[src/rtl/ptu_ram.sv]
`default_nettype none
module ptu_ram #(
    parameter int WIDTH = 8,
    parameter int DEPTH = 2
) (
    input  wire logic                                  i_clk,
    input  wire logic                                  i_we,
    input  wire logic [(DEPTH > 1 ? $clog2(DEPTH) : 1)-1:0] i_waddr,
    input  wire logic [WIDTH-1:0]                      i_wdata,
    input  wire logic                                  i_re,
    input  wire logic [(DEPTH > 1 ? $clog2(DEPTH) : 1)-1:0] i_raddr,
    output logic      [WIDTH-1:0]                      o_rdata
);
    logic [WIDTH-1:0] r_mem [DEPTH];

    always_ff @(posedge i_clk) begin
        if (i_we) begin
            r_mem[i_waddr] <= i_wdata;
        end
        if (i_re) begin
            o_rdata <= r_mem[i_raddr];
        end
    end
endmodule
`default_nettype wire

[config.mk]
export PLATFORM = sky130hd
export DESIGN_NAME = ptu_ram
export DESIGN_NICKNAME = d
export VERILOG_FILES = /design/src/rtl/ptu_ram.sv
export SDC_FILE = /design/constraint.sdc
export NUM_CORES = 1
export LEC_CHECK = 0
export ABC_CLOCK_PERIOD_IN_PS = 1200
export BUFFER_PORTS_ARGS = -buffer_cell sky130_fd_sc_hd__buf_2
export CORE_UTILIZATION = 30
export DETAILED_ROUTE_END_ITERATION = 10
export SKIP_LAST_GASP = 1
export SYNTH_ARGS = -nofsm -noshare
export SYNTH_HDL_FRONTEND = slang
export SYNTH_SLANG_ARGS = --single-unit
[constraint.sdc]
create_clock -name i_clk -period 1.2 [get_ports i_clk]
set_input_delay 0.24 -clock i_clk [delete_from_list [all_inputs] [get_ports i_clk]]
set_output_delay 0.24 -clock i_clk [all_outputs]
set_load 0.005 [all_outputs]
# After elaboration in Yosys (flattened, before gate mapping)
# Memories as Yosys holds them, arrays and structs flattened. A register that Yosys moved wholly into a read port is not among the register bits.
# Cells that the tools add are included.
[totals]
regBits = 0
ramBits = 16
inputBits = 13
out_inout_bits = 8
word_cells = 3
memories = 1
[classes]
n_mux = 2
[memory_table]
columns = ["memory", "depth", "width", "rd", "rd_ports_with_merged_regs", "wr", "line", "rtl"]
rows = [
  ["r_mem", 2, 8, 1, 1, 1, "14", "logic [WIDTH-1:0] r_mem [DEPTH];"],
]
[op_table]
columns = ["cell", "count"]
rows = [
  ["1-bit two-way mux", 2],
]

# Depth between registers and ports, before layout
[depth]
depth_word = 2
depth_mapped = 2
mapped_depth_nobuf = 1

# Worst setup path after synthesis
# OpenSTA, ideal clock, no wires.
[synth_timing]
path_type = "input to register"
startpoint = "input port i_we"
endpoint = "memory r_mem[0][0], enable pin"
setup_ns = 0.373
arrival_time_ns = 0.660
required_ns = 0.827
path_slack_ns = 0.167
path_stages = 1
n_path_buf = 0
cell_sequence = "nor2b_1"
[synth_between]
elab_chain_cells = 2
[synth_lines]
columns = ["element", "line", "rtl"]
rows = [
  ["start: declaration", "7", "input wire logic i_we,"],
  ["1-bit two-way mux", "17", "if (i_we) begin"],
  ["1-bit two-way mux (implied by the code)", "18", "r_mem[i_waddr] <= i_wdata;"],
  ["end: declaration", "14", ""],
]
# Every way passes these cells.

# Worst setup path after layout
[layout_timing]
startpoint = "register o_rdata[1] (read register of r_mem)"
endpoint = "output port o_rdata[1]"
[layout_rtl]
columns = ["element", "line", "rtl"]
rows = [
  ["start: declaration", "12", "output logic [WIDTH-1:0] o_rdata"],
]
# No word-level cell between the ends.

==> results.toml <==
[critical_path]
worst_ep_required_time_ns = 0.96
cp_slowest_stage_delay_ns = 0.38
slowest_stage = "edfxtp_1"
cp_cell_sequence = "buf_2"
end_kind = "output pin"
crit_buf_inv = 1
worstSetupPathType = "flip-flop to output pin"
crit_arrival_ns = 0.81
crit_path_max_fanout = 1
crit_family = "flip-flops"
worstSetupStartpointType = "flip-flop"

[hold_path]
worstHoldPathType = "input pin to flip-flop"

[power_and_ir_drop]
p_per_area_nw_per_um2 = 1410
leakagePower_nw = 0.398
swShare = 0.188
seqPwrFrac = 0.692
combPwrFrac = 0.076
clkPwrFrac = 0.232
p_int_mw = 1.18
ir_drop_mv = 0.659
power_switching_uw = 271

[floorplanning]
std_cell_rows = 19
dieArea_sq_um = 3100
io_pins = 21
die_h_um = 55.7
die_w_um = 55.7
core-area_sq_um = 2730
start_util = 0.316

[layout]
seq_area_sq_um = 721
diodes = 0
layout_common_cells = "edfxtp_1 (24), buf_2 (20), mux2_4 (8)"
num-fill-cells = 240
fin_area_sq_um = 1030
synthToLayoutAreaGrowth_pct = 18.7
nNetsFinal = 73
drive_gt1_frac = 0.542
stdcell_count = 90
multi_input_area_sq_um = 133
final_common_cell = "edfxtp_1"

[synth]
synth-xor-area-share = 0
synth_nets = 48
ys_seq_area_frac = 0.834
synth_top_family_by_area = "multiplexers"
synth_compound_area_frac = 0
synth_area_leader_cell = "edfxtp_1"
syn_area_per_cell_sq_um = 24.7
synth_area_leaders = "edfxtp_1 (83%), mux2_4 (14%), buf_6 (1.3%), and2_1 (0.72%), nor2b_1 (0.72%)"
syn_area_sq_um = 865
ys_types = 5
syn-instance-count = 35
synthSimpleGateAreaFrac = 0.0145
yosys.area_share.adder = 0
yosys-mux-area-fraction = 0.139
ys_ff_latch = 24
netlist.area_leader.share = 0.834
ys_warn_count = 0

[drt]
routed_via_density = 4.18
postRouteAntennaNets = 0
drc = 0
firstDrtPassIters = 3
via_count = 376
routed_wl_mm = 1.06
wl_per_cell_um = 11.7
drt_iter0_drc = 7

[timing]
hold_viol = 0
rsz0062_at_grt = "false"
relSlewSlack = 0.745
worst_slew_pin_slew_ns = 0.382
setup_viol = 0
fin_crit_ns = 1.05
fmax_ghz = 0.956
fin_crit_sh = 0.872
skew_ns = 0.00716
finalMaxSlewViolations = 0
tns_ns = 0

[placement]
post_dp_cell_area_sq_um = 1000
finalWeightedCongestion = 0.605
dp_cells = 86
port_buffers = 20

[global_routing]
track_usage = 0.0777
grt_pass1_wl_mm = 1.73
grt-ovfl-total = 0
antenna_found_initial = 0
grt_max_degree = 14
grt_pass1_vias = 397

[clock_tree]
numClockSinks = 24
numCtsBuffers = 3
hold_buffers = 0
clock_latency_ns = 0.30
tritoncts = "yes"
postCtsSetupRepairBufs = 0
path_clk_slew_ns = 0.12
postCtsResizedCells = 0
cts-root-buf = "clkbuf_4"
cts_buffer_depth = 2
cts_max_level = 1

[outcome]
run_status = "complete, no violations"

[job]
drv_cap = 0
==> area by class of cell <==
type                    instances  area share
clock buffers                   3      0.0220
clock inverters                 1     0.00366
multi-input cells              10       0.129
repair buffers                 21       0.105
flip-flops and latches         24       0.702
well taps                      31      0.0378
==> cell families (layout without fill, tap and decap cells) <==
logic type	after synthesis	in the layout
flops	24	24
mux	8	8
simple gates	2	2
buf+inv	1	25
==> state kept, by name, indices dropped and copies added, names as in the netlist <==
signal   flops
r_mem       16
o_rdata      8
==> metrics by stage <==
| stage | hold WS (ns) | worst slack [ns] | utilization | total power, mW |
|---|---|---|---|---|
| after floorplan | 0.339 | 0.167 | - | 1.08 |
| after detailed placement | 0.437 | 0.107 | 0.366 | 1.14 |
| after global placement | 0.429 | 0.147 | 0.366 | 1.13 |
| after global routing | 0.0932 | 0.0958 | 0.375 | 1.52 |
| after CTS | 0.113 | 0.135 | 0.375 | 1.47 |
| final | 0.119 | 0.154 | 0.375 | 1.45 |
==> final timing paths <==
path               startpoint  depth (start not counted)          end  slack, ns
setup / recovery   o_rdata[1]                          1   o_rdata[1]       0.15
hold reg to reg   r_mem[1][2]                          1   o_rdata[2]       0.56
hold / removal     i_wdata[6]                          1  r_mem[0][6]       0.12
setup reg to reg  r_mem[0][7]                          1   o_rdata[7]       0.30
==> power by group through the flow <==
| stage | registers (mW) | clock network, mW | logic (mW) |
|---|---|---|---|
| 2_1_floorplan | 1.02 | 0 | 0.0573 |
| 3_3_place_gp | 1.02 | 0 | 0.108 |
| 3_5_place_dp | 1.02 | 0 | 0.113 |
| 4_1_cts | 1.00 | 0.352 | 0.113 |
| 5_1_grt | 1.01 | 0.390 | 0.121 |
| 6_report | 1.00 | 0.335 | 0.110 |
==> layer usage <==
layer  up-vias  part of all wire  global-route usage
met5         -                 0                   0
met4         0             0.019              0.0536
met3         2             0.050              0.0256
met2        13              0.51               0.124
met1       176              0.42              0.0881
li1        185                 -                   -
==> synth_stat cells <==
master / instances
edfxtp_1: 24
nor2b_1: 1
and2_1: 1
buf_6: 1
mux2_4: 8
No activity file was read; power rests on OpenSTA's default activity.
